===== config.mk =====
export PLATFORM = sky130hd
export DESIGN_NAME = implicit_list_heap_allocator
export DESIGN_NICKNAME = d
export VERILOG_FILES = /design/src/ilha_pkg.sv /design/src/implicit_list_heap_allocator.sv /design/src/ilha_ram.sv
export SDC_FILE = /design/constraint.sdc
export NUM_CORES = 2
export LEC_CHECK = 0
export BUFFER_PORTS_ARGS = -buffer_cell sky130_fd_sc_hd__buf_4
export CAP_MARGIN = 20
export CORE_MARGIN = 1
export CORE_UTILIZATION = 24
export CTS_CLUSTER_SIZE = 10
export DETAILED_ROUTE_END_ITERATION = 8
export PLACE_DENSITY = 0.48
export SLEW_MARGIN = 20
export SYNTH_ARGS = -nofsm -noshare
export SYNTH_HDL_FRONTEND = slang
export SYNTH_SLANG_ARGS = --single-unit

===== constraint.sdc =====
create_clock -name clk -period 7.9 [get_ports clk]
set_clock_uncertainty 0.05 [all_clocks]
set_input_delay 0.395 -clock clk [delete_from_list [all_inputs] [get_ports clk]]
set_output_delay 0.395 -clock clk [all_outputs]
set_load 0.03 [all_outputs]

===== src/ilha_pkg.sv =====
// Shared types, constants and operation codes of the heap allocator.
package ilha_pkg;

    localparam int HEAP_BYTES = 127;
    localparam int HEAP_AW    = $clog2(HEAP_BYTES);

    localparam logic [2:0] OP_ALLOC  = 3'd0;
    localparam logic [2:0] OP_FREE   = 3'd1;
    localparam logic [2:0] OP_RESIZE = 3'd2;
    localparam logic [2:0] OP_WRITE  = 3'd3;
    localparam logic [2:0] OP_READ   = 3'd4;
    localparam logic [2:0] OP_INFO   = 3'd5;

    typedef struct packed {
        logic [2:0] operation;
        logic [6:0] address;
        logic [6:0] request_size;
        logic [7:0] write_data;
    } req_item_t;

    typedef struct packed {
        logic       status;
        logic [6:0] result_pointer;
        logic [7:0] read_data;
        logic [6:0] block_payload;
        logic       block_allocated;
        logic [7:0] next_pointer;
    } rsp_item_t;

endpackage


===== src/implicit_list_heap_allocator.sv =====
// Top level of the heap allocator: request channel, sequencer and response register.
//
// A byte heap of 127 entries keeps its block headers, (size << 1) | allocated,
// in the heap itself. Each request carries one operation: allocate (best fit
// with split), free (with merge of following free blocks), resize (shrink,
// grow in place, or move by allocate, copy and free), write byte, read byte,
// or block info. Every request produces exactly one response.
//
// Both channels use valid and stall. A request is taken when req_valid is high
// and req_stall is low; req_stall stays high from then until its response has
// been taken, so one request is in the block at a time.
//
// Timing is set by the heap RAM, which the sequencer uses for one access per
// cycle at most, with a registered read: a write answers in the cycle after it
// is taken, a read or block info passes through S_READ or S_INFO and then
// S_FIN, and the next request is taken in the cycle after the response. Free
// time grows with the number of merged blocks, allocate with the number of
// block headers walked, and a resize that moves with the copied bytes.
//
// After reset the sequencer clears all 127 heap bytes, writing one free
// block that spans the whole heap; req_stall is high meanwhile. When the
// receiver stalls, the response holds steady and no new request is taken.
module implicit_list_heap_allocator (
    input  logic                clk,
    input  logic                rst_n,
    input  logic                req_valid,
    output logic                req_stall,
    input  ilha_pkg::req_item_t req_data,
    output logic                rsp_valid,
    input  logic                rsp_stall,
    output ilha_pkg::rsp_item_t rsp_data
);
    import ilha_pkg::*;

    // Sequencer state codes.
    localparam logic [4:0] S_CLEAR     = 5'd0;
    localparam logic [4:0] S_IDLE      = 5'd1;
    localparam logic [4:0] S_READ      = 5'd2;
    localparam logic [4:0] S_INFO      = 5'd3;
    localparam logic [4:0] S_FREE_RD   = 5'd4;
    localparam logic [4:0] S_FREE_HDR  = 5'd5;
    localparam logic [4:0] S_ABS_RD    = 5'd6;
    localparam logic [4:0] S_ABS_CHK   = 5'd7;
    localparam logic [4:0] S_FREE_WR   = 5'd8;
    localparam logic [4:0] S_RS_HDR    = 5'd9;
    localparam logic [4:0] S_GROW      = 5'd10;
    localparam logic [4:0] S_ALLOC_RD  = 5'd11;
    localparam logic [4:0] S_ALLOC_CHK = 5'd12;
    localparam logic [4:0] S_ALLOC_END = 5'd13;
    localparam logic [4:0] S_SPLIT_HDR = 5'd14;
    localparam logic [4:0] S_SPLIT_REM = 5'd15;
    localparam logic [4:0] S_COPY_RD   = 5'd16;
    localparam logic [4:0] S_COPY_WR   = 5'd17;
    localparam logic [4:0] S_FIN       = 5'd18;

    localparam logic [7:0] HEAP_END  = 8'(HEAP_BYTES);
    localparam logic [7:0] MAX_BLOCK = 8'd127;

    logic [4:0] state_reg, state_next;
    logic [6:0] cnt_reg, cnt_next;
    logic [2:0] op_reg, op_next;
    logic [6:0] addr_reg, addr_next;
    logic [6:0] n_reg, n_next;
    logic [7:0] data_reg, data_next;
    logic [6:0] hdr_reg, hdr_next;
    logic [6:0] s_reg, s_next;
    logic [6:0] sz_reg, sz_next;
    logic       inf_reg, inf_next;
    logic [7:0] i_reg, i_next;
    logic [6:0] best_reg, best_next;
    logic [6:0] bsz_reg, bsz_next;
    logic       found_reg, found_next;
    logic [6:0] base_reg, base_next;
    logic [6:0] size_reg, size_next;
    logic       mv_reg, mv_next;
    logic [6:0] k_reg, k_next;
    logic [6:0] np_reg, np_next;
    rsp_item_t  res_reg, res_next;

    logic               ram_we;
    logic [HEAP_AW-1:0] ram_waddr;
    logic [7:0]         ram_wdata;
    logic [HEAP_AW-1:0] ram_raddr;
    logic [7:0]         ram_rdata;

    ilha_ram #(
        .WIDTH (8),
        .DEPTH (HEAP_BYTES)
    ) u_heap (
        .clk   (clk),
        .we    (ram_we),
        .waddr (ram_waddr),
        .wdata (ram_wdata),
        .raddr (ram_raddr),
        .rdata (ram_rdata)
    );

    // Derived values used by several states.
    logic [7:0] n_plus1;
    logic [7:0] nx;
    logic [6:0] h_size;
    logic [7:0] merge_sum;
    logic [7:0] split_addr;
    logic [6:0] split_rem;
    logic [7:0] info_end;
    logic [7:0] copy_src;
    logic [7:0] copy_dst;

    assign n_plus1    = {1'b0, n_reg} + 8'd1;
    assign nx         = {1'b0, hdr_reg} + {1'b0, sz_reg};
    assign h_size     = ram_rdata[7:1];
    assign merge_sum  = {1'b0, sz_reg} + {1'b0, h_size};
    assign split_addr = {1'b0, base_reg} + n_plus1;
    assign split_rem  = size_reg - n_reg - 7'd1;
    assign info_end   = {1'b0, hdr_reg} + {1'b0, h_size};
    assign copy_src   = {1'b0, addr_reg} + {1'b0, k_reg};
    assign copy_dst   = {1'b0, np_reg} + {1'b0, k_reg};

    assign req_stall = (state_reg != S_IDLE);
    assign rsp_valid = (state_reg == S_FIN);
    assign rsp_data  = res_reg;

    always_comb
    begin
        state_next = state_reg;
        cnt_next   = cnt_reg;
        op_next    = op_reg;
        addr_next  = addr_reg;
        n_next     = n_reg;
        data_next  = data_reg;
        hdr_next   = hdr_reg;
        s_next     = s_reg;
        sz_next    = sz_reg;
        inf_next   = inf_reg;
        i_next     = i_reg;
        best_next  = best_reg;
        bsz_next   = bsz_reg;
        found_next = found_reg;
        base_next  = base_reg;
        size_next  = size_reg;
        mv_next    = mv_reg;
        k_next     = k_reg;
        np_next    = np_reg;
        res_next   = res_reg;
        ram_we     = 1'b0;
        ram_waddr  = '0;
        ram_wdata  = '0;
        ram_raddr  = '0;

        unique case (state_reg)
            S_CLEAR:
            begin
                // The first byte holds one free block covering the heap.
                ram_we    = 1'b1;
                ram_waddr = cnt_reg;
                ram_wdata = (cnt_reg == '0) ? {HEAP_END[6:0], 1'b0} : 8'd0;
                cnt_next  = cnt_reg + 7'd1;
                if (cnt_reg == 7'(HEAP_BYTES - 1))
                begin
                    state_next = S_IDLE;
                end
            end
            S_IDLE:
            begin
                if (req_valid)
                begin
                    op_next   = req_data.operation;
                    addr_next = req_data.address;
                    n_next    = req_data.request_size;
                    data_next = req_data.write_data;
                    hdr_next  = req_data.address - 7'd1;
                    mv_next   = 1'b0;
                    res_next  = '0;
                    unique case (req_data.operation)
                        OP_ALLOC:
                        begin
                            i_next     = '0;
                            found_next = 1'b0;
                            state_next = S_ALLOC_RD;
                        end
                        OP_FREE:
                        begin
                            state_next = (req_data.address != '0) ? S_FREE_RD : S_FIN;
                        end
                        OP_RESIZE:
                        begin
                            ram_raddr = req_data.address - 7'd1;
                            if (req_data.address != '0)
                            begin
                                state_next = S_RS_HDR;
                            end
                            else
                            begin
                                res_next.status = 1'b1;
                                state_next      = S_FIN;
                            end
                        end
                        OP_WRITE:
                        begin
                            ram_we     = ({1'b0, req_data.address} < HEAP_END);
                            ram_waddr  = req_data.address;
                            ram_wdata  = req_data.write_data;
                            state_next = S_FIN;
                        end
                        OP_READ:
                        begin
                            ram_raddr  = req_data.address;
                            state_next = ({1'b0, req_data.address} < HEAP_END) ? S_READ
                                                                                : S_FIN;
                        end
                        OP_INFO:
                        begin
                            ram_raddr             = req_data.address - 7'd1;
                            res_next.next_pointer = 8'd128;
                            state_next = (req_data.address != '0) ? S_INFO : S_FIN;
                        end
                        default:
                        begin
                            state_next = S_FIN;
                        end
                    endcase
                end
            end
            S_READ:
            begin
                res_next.read_data = ram_rdata;
                state_next         = S_FIN;
            end
            S_INFO:
            begin
                res_next.block_allocated = ram_rdata[0];
                res_next.block_payload   = (h_size != '0) ? h_size - 7'd1 : 7'd0;
                if (h_size != '0 && info_end < HEAP_END)
                begin
                    res_next.next_pointer = info_end + 8'd1;
                end
                state_next = S_FIN;
            end
            S_FREE_RD:
            begin
                ram_raddr  = hdr_reg;
                state_next = S_FREE_HDR;
            end
            S_FREE_HDR:
            begin
                sz_next    = h_size;
                inf_next   = 1'b1;
                state_next = S_ABS_RD;
            end
            S_ABS_RD:
            begin
                // Merge loop: look at the block right after the current end.
                ram_raddr = nx[HEAP_AW-1:0];
                if (nx < HEAP_END && (inf_reg || {1'b0, sz_reg} < n_plus1))
                begin
                    state_next = S_ABS_CHK;
                end
                else
                begin
                    state_next = inf_reg ? S_FREE_WR : S_GROW;
                end
            end
            S_ABS_CHK:
            begin
                if (ram_rdata[0] || h_size == '0 || merge_sum > MAX_BLOCK)
                begin
                    state_next = inf_reg ? S_FREE_WR : S_GROW;
                end
                else
                begin
                    sz_next    = merge_sum[6:0];
                    state_next = S_ABS_RD;
                end
            end
            S_FREE_WR:
            begin
                ram_we    = 1'b1;
                ram_waddr = hdr_reg;
                ram_wdata = {sz_reg, 1'b0};
                if (mv_reg)
                begin
                    res_next.result_pointer = np_reg;
                end
                state_next = S_FIN;
            end
            S_RS_HDR:
            begin
                res_next.result_pointer = addr_reg;
                s_next                  = h_size;
                if ({1'b0, h_size} == n_plus1)
                begin
                    state_next = S_FIN;
                end
                else if ({1'b0, h_size} > n_plus1)
                begin
                    base_next  = hdr_reg;
                    size_next  = h_size;
                    state_next = S_SPLIT_HDR;
                end
                else
                begin
                    sz_next    = h_size;
                    inf_next   = 1'b0;
                    state_next = S_ABS_RD;
                end
            end
            S_GROW:
            begin
                ram_we    = (sz_reg != s_reg);
                ram_waddr = hdr_reg;
                ram_wdata = {sz_reg, 1'b1};
                if ({1'b0, sz_reg} < n_plus1)
                begin
                    // Still too small: move the block.
                    mv_next    = 1'b1;
                    i_next     = '0;
                    found_next = 1'b0;
                    state_next = S_ALLOC_RD;
                end
                else if ({1'b0, sz_reg} > n_plus1)
                begin
                    base_next  = hdr_reg;
                    size_next  = sz_reg;
                    state_next = S_SPLIT_HDR;
                end
                else
                begin
                    state_next = S_FIN;
                end
            end
            S_ALLOC_RD:
            begin
                ram_raddr  = i_reg[HEAP_AW-1:0];
                state_next = (i_reg < HEAP_END) ? S_ALLOC_CHK : S_ALLOC_END;
            end
            S_ALLOC_CHK:
            begin
                // Best fit: the first block of the smallest size that is large enough.
                if (h_size == '0)
                begin
                    state_next = S_ALLOC_END;
                end
                else
                begin
                    if (!ram_rdata[0] && h_size > n_reg && (!found_reg || h_size < bsz_reg))
                    begin
                        found_next = 1'b1;
                        best_next  = i_reg[6:0];
                        bsz_next   = h_size;
                    end
                    i_next     = i_reg + {1'b0, h_size};
                    state_next = S_ALLOC_RD;
                end
            end
            S_ALLOC_END:
            begin
                if (!found_reg)
                begin
                    res_next.status         = 1'b1;
                    res_next.result_pointer = (op_reg == OP_ALLOC) ? 7'd0 : addr_reg;
                    state_next              = S_FIN;
                end
                else
                begin
                    base_next  = best_reg;
                    size_next  = bsz_reg;
                    state_next = S_SPLIT_HDR;
                end
            end
            S_SPLIT_HDR:
            begin
                ram_we     = 1'b1;
                ram_waddr  = base_reg;
                ram_wdata  = {n_plus1[6:0], 1'b1};
                state_next = S_SPLIT_REM;
            end
            S_SPLIT_REM:
            begin
                ram_we    = ({1'b0, size_reg} > n_plus1) && (split_addr < HEAP_END);
                ram_waddr = split_addr[HEAP_AW-1:0];
                ram_wdata = {split_rem, 1'b0};
                if (op_reg == OP_ALLOC)
                begin
                    res_next.result_pointer = base_reg + 7'd1;
                    state_next              = S_FIN;
                end
                else if (mv_reg)
                begin
                    np_next    = base_reg + 7'd1;
                    k_next     = '0;
                    state_next = S_COPY_RD;
                end
                else
                begin
                    state_next = S_FIN;
                end
            end
            S_COPY_RD:
            begin
                ram_raddr = copy_src[HEAP_AW-1:0];
                if (({1'b0, k_reg} + 8'd1) < {1'b0, s_reg})
                begin
                    state_next = S_COPY_WR;
                end
                else
                begin
                    state_next = S_FREE_RD;
                end
            end
            S_COPY_WR:
            begin
                ram_we     = (copy_dst < HEAP_END);
                ram_waddr  = copy_dst[HEAP_AW-1:0];
                ram_wdata  = (copy_src < HEAP_END) ? ram_rdata : 8'd0;
                k_next     = k_reg + 7'd1;
                state_next = S_COPY_RD;
            end
            S_FIN:
            begin
                if (!rsp_stall)
                begin
                    state_next = S_IDLE;
                end
            end
            default:
            begin
                state_next = S_IDLE;
            end
        endcase
    end

    always_ff @(posedge clk or negedge rst_n)
    begin
        if (!rst_n)
        begin
            state_reg <= S_CLEAR;
            cnt_reg   <= '0;
            mv_reg    <= 1'b0;
        end
        else
        begin
            state_reg <= state_next;
            cnt_reg   <= cnt_next;
            mv_reg    <= mv_next;
        end
    end

    always_ff @(posedge clk)
    begin
        op_reg    <= op_next;
        addr_reg  <= addr_next;
        n_reg     <= n_next;
        data_reg  <= data_next;
        hdr_reg   <= hdr_next;
        s_reg     <= s_next;
        sz_reg    <= sz_next;
        inf_reg   <= inf_next;
        i_reg     <= i_next;
        best_reg  <= best_next;
        bsz_reg   <= bsz_next;
        found_reg <= found_next;
        base_reg  <= base_next;
        size_reg  <= size_next;
        k_reg     <= k_next;
        np_reg    <= np_next;
        res_reg   <= res_next;
    end

endmodule


===== src/ilha_ram.sv =====
// Generic single-port-write, single-port-read RAM with registered read data.
module ilha_ram #(
    parameter int WIDTH = 8,
    parameter int DEPTH = 128
) (
    input  logic                     clk,
    input  logic                     we,
    input  logic [$clog2(DEPTH)-1:0] waddr,
    input  logic [WIDTH-1:0]         wdata,
    input  logic [$clog2(DEPTH)-1:0] raddr,
    output logic [WIDTH-1:0]         rdata
);

    logic [WIDTH-1:0] mem [DEPTH];

    always_ff @(posedge clk)
    begin
        if (we)
        begin
            mem[waddr] <= wdata;
        end
        rdata <= mem[raddr];
    end

endmodule


After elaboration in Yosys (flattened, before gate mapping)
Memory sizes are Yosys's and may differ from the RTL's. A register that Yosys moved wholly into a read port is not among the register bits.
Index checks and enable logic that the tools add are counted.
{"block": "op_classes", "n_mux": 88, "n_lt_le_gt_ge": 15, "eq_ne": 47, "add_sub_neg": 17, "bitwise_logic": 2, "reduce_logical": 48}
{"cell": "7-bit two-way mux", "count": 22}
{"cell": "8-bit two-way mux", "count": 11}
{"cell": "5-bit case mux with 17 select lines", "count": 1}
{"cell": "7-bit case mux with 5 select lines", "count": 2}
{"cell": "7-bit case mux with 3 select lines", "count": 3}
{"cell": "5-bit two-way mux", "count": 12}
{"cell": "8-bit case mux with 7 select lines", "count": 1}
{"cell": "8-bit by 7-bit < comparator with 1-bit output, second input constant", "count": 6}
{"cell": "7-bit case mux with 6 select lines", "count": 1}
{"cell": "7-bit by 7-bit adder with 8-bit output", "count": 5}
{"cell": "5-bit by 4-bit equality test with 1-bit output, second input constant", "count": 8}
{"cell": "2-bit inequality test, second input constant", "count": 19}
{"cell": "32-bit two-way mux", "count": 1}
{"cell": "16-bit case mux with 2 select lines", "count": 1}
{"cell": "7-bit case mux with 2 select lines", "count": 2}
{"cell": "5-bit case mux with 5 select lines", "count": 1}
{"cell": "7-bit by 8-bit > comparator with 1-bit output", "count": 3}
{"cell": "8-bit case mux with 3 select lines", "count": 1}
{"cell": "3-bit AND reduction", "count": 8}
{"cell": "7-bit by 1-bit adder with 7-bit output, second input constant", "count": 3}
{"cell": "7-bit by 1-bit subtractor with 7-bit output, second input constant", "count": 3}
{"cell": "5-bit by 3-bit equality test with 1-bit output, second input constant", "count": 4}
{"cell": "7-bit by 1-bit adder with 8-bit output, second input constant", "count": 2}
{"cell": "1-bit two-way mux", "count": 16}
{"cell": "other kinds (45)", "count": 81}
{"block": "totals", "elab_cells": 242, "mem_bits_rw": 1016, "in_bits": 29, "memories": 1, "ff_bits": 135, "out_inout_bits": 34}
{"memory": "u_heap.mem", "depth": 127, "width": 8, "read_ports": 1, "rd_ports_with_merged_regs": 1, "write_ports": 1, "line": "ilha_ram.sv:14", "text": "logic [WIDTH-1:0] mem [DEPTH];"}

Logic depth before layout (Yosys ltp)
{"block": "depth", "ltp_word": 7, "depth_mapped": 16, "mapped_depth_nobuf": 14}

By module
Synthesis repeated with hierarchy kept, for this count alone.
{"block": "unflattened", "hier_cells": 2986, "area_unflattened_um2": 50369.6}
{"module": "ilha_ram", "seq_area_each_um2": 30669.4, "area_each_um2": 39800.7, "cells_per_inst": 1882, "n_inst": 1}
{"module": "implicit_list_heap_allocator", "seq_area_each_um2": 3988.8, "area_each_um2": 10568.9, "cells_per_inst": 1104, "n_inst": 1}

Least setup slack after synthesis
No wires, ideal clock.
{"block": "synth_path", "path_kind": "reg2reg", "start": "register n_reg[0]", "end": "memory u_heap.mem[0][7], data pin", "synth_period_minus_slack_ns": 6.255, "path_buffers": 0, "required_ns": 6.960, "arrival_ns": 5.314, "path_stages_with_launch": 12, "setup_slack_ns": 1.645, "setup_ns": 0.890, "path_cell_list": "edfxtp_1 -> inv_1 -> ha_1 -> inv_1 -> fa_1 -> inv_1 -> a21oi_1 -> o21bai_1 -> a21o_1 -> a21oi_1 -> xnor2_1 -> o2111ai_1"}
{"block": "synth_via", "elab_chain_len": 3, "word_cells_on_any_way": 4, "classes_between": "3 x add/sub; 1 x mux"}
{"element": "start, declared", "line": "implicit_list_heap_allocator.sv:63", "text": "logic [6:0] n_reg, n_next;"}
{"element": "start signal, assigned", "line": "implicit_list_heap_allocator.sv:452", "text": "n_reg <= n_next;"}
{"element": "7-bit subtractor", "line": "implicit_list_heap_allocator.sv:114", "text": "assign split_rem = size_reg - n_reg - 7'd1;"}
{"element": "7-bit by 1-bit subtractor with 7-bit output", "line": "implicit_list_heap_allocator.sv:114"}
{"element": "8-bit case mux with 7 select lines *", "line": "implicit_list_heap_allocator.sv:150", "text": "unique case (state_reg)"}
{"element": "named net ram_wdata[7]", "line": "implicit_list_heap_allocator.sv:82", "text": "logic [7:0] ram_wdata;"}
{"element": "end, declared", "line": "ilha_ram.sv:14"}
The timed path passes the listed nets; every way through them passes the cells marked *.

Worst setup path after layout
{"block": "layout_path", "start": "register state_reg[4]", "end": "memory u_heap.mem[41][0], enable pin"}
{"block": "layout_via", "elab_chain_len": 5, "word_cells_on_any_way": 13, "classes_between": "6 x eq/ne; 4 x mux; 3 x reduce/logical"}
{"element": "start, declared", "line": "implicit_list_heap_allocator.sv:59", "text": "logic [4:0] state_reg, state_next;"}
{"element": "start signal, assigned", "line": "implicit_list_heap_allocator.sv:442", "text": "state_reg <= state_next;"}
{"element": "5-bit by 4-bit equality test with 1-bit output / 5-bit zero test (equally long branches)", "line": "implicit_list_heap_allocator.sv:150"}
{"element": "3-bit OR reduction (no source line)"}
{"element": "1-bit case mux with 5 select lines", "line": "implicit_list_heap_allocator.sv:150"}
{"element": "1-bit two-way mux", "line": "ilha_ram.sv:18", "text": "if (we)"}
{"element": "1-bit two-way mux (implied by the code)", "line": "ilha_ram.sv:20", "text": "mem[waddr] <= wdata;"}
Several ways; a longest one is shown, not always the timed one.

==> metrics <==
max-slew violation count 0; Max VDD drop 0.2709 mV; Most flops, register u_heap.mem; Hold Worst Slack 0.2409 ns; WL/cell 24.12 microns; max-cap viol count 0; Setup TNS Final 0 ns; clock latency on the worst-skew pair 0.79 ns; drt total wl 171100 microns; Hold/Removal Path Class input pin to register; Syn Inst Count 4191; top cells by area, synth edfxtp_1 (67%), nand2_1 (6.8%), nand3_1 (3.9%); Initial Util 0.2414; initial antenna violation count 3; CP Cell Sequence nor3_4 > nand2_2 > inv_1 > buf_4 > and3_1 > a21boi_0 > o221ai_1 > nor2b_1 > nand2_1 > nor2_1; largest area contributor in the netlist edfxtp_1; clock root buffer clkbuf_16; via count 35053; num rows 169; min cycle time layout 5.885 ns; DIE HEIGHT 463.6 microns; largest net degree at the start of global routing 128; DIE AREA 215000 sq um; Worst-Margin Slew 1.115 ns; routability cong. 0.9151; CTS tree yes; Sw Share 0.3821; status completed; final worst-path cycle share 0.7450; Util after Layout 0.2782; Clock power frac 0.283; RSZ-0062 raised after global routing false; worst path required time 8.27 ns; #FFs+latches synth 1159; max incr delay on CP 0.88 ns; post-synthesis async set-or-reset flop share 0.01122; post-layout total power 20270 uW; P per Cell Area 343.9 nW/um^2; setup violators final 0; crit path buf inv count 2; Worst path top cell family by delay simple AND/OR/NAND/NOR gates; Net Sw Power 7747 uW; Detailed Place HPWL 103000 microns; Critical Path AT 6.26 ns; post-synthesis cell area 51150 sq um; power share of the sequential group 0.382; pre-CTS setup slack 2.110 ns; standby leakage power 0.01974 uW; post-synthesis area per instance 12.20 sq um; I/O Buffers 62; leading cell types by count after synthesis edfxtp_1 (1138), nand2_1 (932), nand3_1 (397); placeable core region 211900 sq um; GRT Resource Usage Total 0.1547; TritonCTS Buffers 136; Die Wd 463.6 microns; max reg flops 1016; DRC viols 0; Final WS setup 2.015 ns; GRT Residual Overflow 0; Post-synth EDFFs 1138; # IOs 63; Fmax 169.9 MHz; top_reg_cell synth edfxtp_1; fillers 21777; Combinational Power Share 0.335; Yosys cell types 92; slowest CP cell nor2b_1; startpoint types register; Initial DRC Count 4132; CTS max path bufs 3; share of cells above drive strength 1 0.07959; YS warnings 0; Sink Count 1159; most frequent cell after synthesis edfxtp_1; clock slew at reported path FFs 0.06 ns; first-pass GRT wire length 246500 microns; nets 4364; slew margin rel. 0.2567; Synth Net Count 4335; Vias per Instance 4.941; sequential share of the synthesized area 0.6776; DR pass1 iterations 6; Area Overhead vs Synth 15.26%; final hold vios 0; area fraction of the dominant cell type after synthesis 0.6681; worst-path maximum fanout 29; final antenna-violating net count 0; Power Internal 12530 uW; H-tree depth 4; vias in the first global route 34401; CP endpoint kind register; CP Class register to register
[power groups by stage]
| stage | logic, uW | clock network [uW] | registers (uW) |
|---|---|---|---|
| 2_1_floorplan | 3780 | 0 | 7930 |
| 5_1_grt | 7240 | 6050 | 7760 |
| 3_5_place_dp | 6730 | 0 | 7860 |
| 4_1_cts | 6750 | 5840 | 7740 |
| 6_report | 6790 | 5750 | 7740 |
| 3_3_place_gp | 6720 | 0 | 7860 |
[worst reg2reg max path, stage by stage (launching register included)]
cell and delay (ns):
dfrtp_1 0.64, nor3_4 0.57, nand2_2 0.38, inv_1 0.12, buf_4 0.37, and3_1 0.72, a21boi_0 0.25, o221ai_1 0.26
nor2b_1 0.88, nand2_1 0.58, nor2_1 0.72
[cell families (layout without fill, tap and decap cells)]
kind of cell,after synthesis,count (layout),synth area share
compound gates,724,724,0.09491
xor+xnor,84,84,0.01438
fa+ha+maj,115,115,0.02931
buf+inv,322,403,0.02828
flops,1159,1159,0.6776
mux,15,15,0.003009
other cells,0,1,0
simple gates,1772,1772,0.1525
[cell type report]
| type | count | area [sq um] | area share |
|---|---|---|---|
| antenna | 1 | 2.502 | 0.00004245 |
| clock buffer | 172 | 3581 | 0.06074 |
| clock inverter | 18 | 319.1 | 0.005412 |
| inverter | 72 | 270.3 | 0.004584 |
| multi-input combinational | 2710 | 15250 | 0.2586 |
| sequential | 1159 | 34660 | 0.5879 |
| tap | 2821 | 3530 | 0.05987 |
| timing repair buffer | 141 | 1346 | 0.02284 |
[what timing repair did]
item	in CTS	in global routing
hold buffers	20	0
endpoints found under the hold margin	40	0
gates resized for setup	0	0
setup buffers	0	0
[final timing paths]
path / to / slack (ns) / start / cells past startpoint
setup / recovery: u_heap.mem[41][0]$_DFFE_PP_ / 2.01 / state_reg[4]$_DFFE_PN0P_ / 10
hold / removal: state_reg[3]$_DFFE_PN0P_ / 0.24 / req_valid / 4
setup reg to reg: u_heap.mem[41][0]$_DFFE_PP_ / 2.01 / state_reg[4]$_DFFE_PN0P_ / 10
hold reg to reg: base_reg[3]$_DFFE_PP_ / 0.46 / best_reg[3]$_DFFE_PP_ / 2
max in group asynchronous: state_reg[2]$_DFFE_PN0P_ / 6.34 / rst_n / 3
min in group asynchronous: mv_reg$_DFFE_PN0P_ / 0.85 / rst_n / 3
[cells in the final DEF (no fill, tap or decap), drive strengths merged, types with 8 or more instances in the layout]
cell | Yosys | final
a222oi | 8 | 8
a22o | 16 | 16
dfrtp | 13 | 13
inv | 72 | 76
or3 | 11 | 11
nor2 | 224 | 224
o211ai | 11 | 11
buf | 173 | 120
nor2b | 26 | 26
a221oi | 64 | 64
clkbuf | 77 | 173
xor2 | 35 | 35
a221o | 15 | 15
a21o | 15 | 15
a31oi | 32 | 32
nand4 | 20 | 20
edfxtp | 1138 | 1138
mux2i | 12 | 12
nor3 | 38 | 38
xnor2 | 49 | 49
nand2 | 936 | 936
clkinv | 0 | 13
nand2b | 10 | 10
and2 | 19 | 19
dfxtp | 8 | 8
and3 | 52 | 52
o21a | 15 | 15
a211oi | 17 | 17
nand3 | 398 | 398
o21ai | 61 | 61
dlygate4sd3 | 0 | 20
o21bai | 15 | 15
fa | 8 | 8
a21oi | 294 | 294
a22oi | 64 | 64
a311oi | 35 | 35
ha | 107 | 107
[routing by layer]
| layer | part of all wire | global-route usage | vias to the layer above |
|---|---|---|---|
| li1 | - | - | 15552 |
| met1 | 0.45 | 0.2171 | 17725 |
| met2 | 0.45 | 0.2404 | 1512 |
| met3 | 0.069 | 0.02521 | 264 |
| met4 | 0.030 | 0.05318 | 0 |
| met5 | 0 | 0 | - |
[through the flow]
stage / cell area [sq um] / cells
2_1_floorplan: 51150 / 4191
3_3_place_gp: 54840 / 6881
3_5_place_dp: 54840 / 6882
4_1_cts: 58940 / 7092
5_1_grt: 58950 / 7093
6_report: 58950 / 7094
Power figures use the tool's default switching activity.
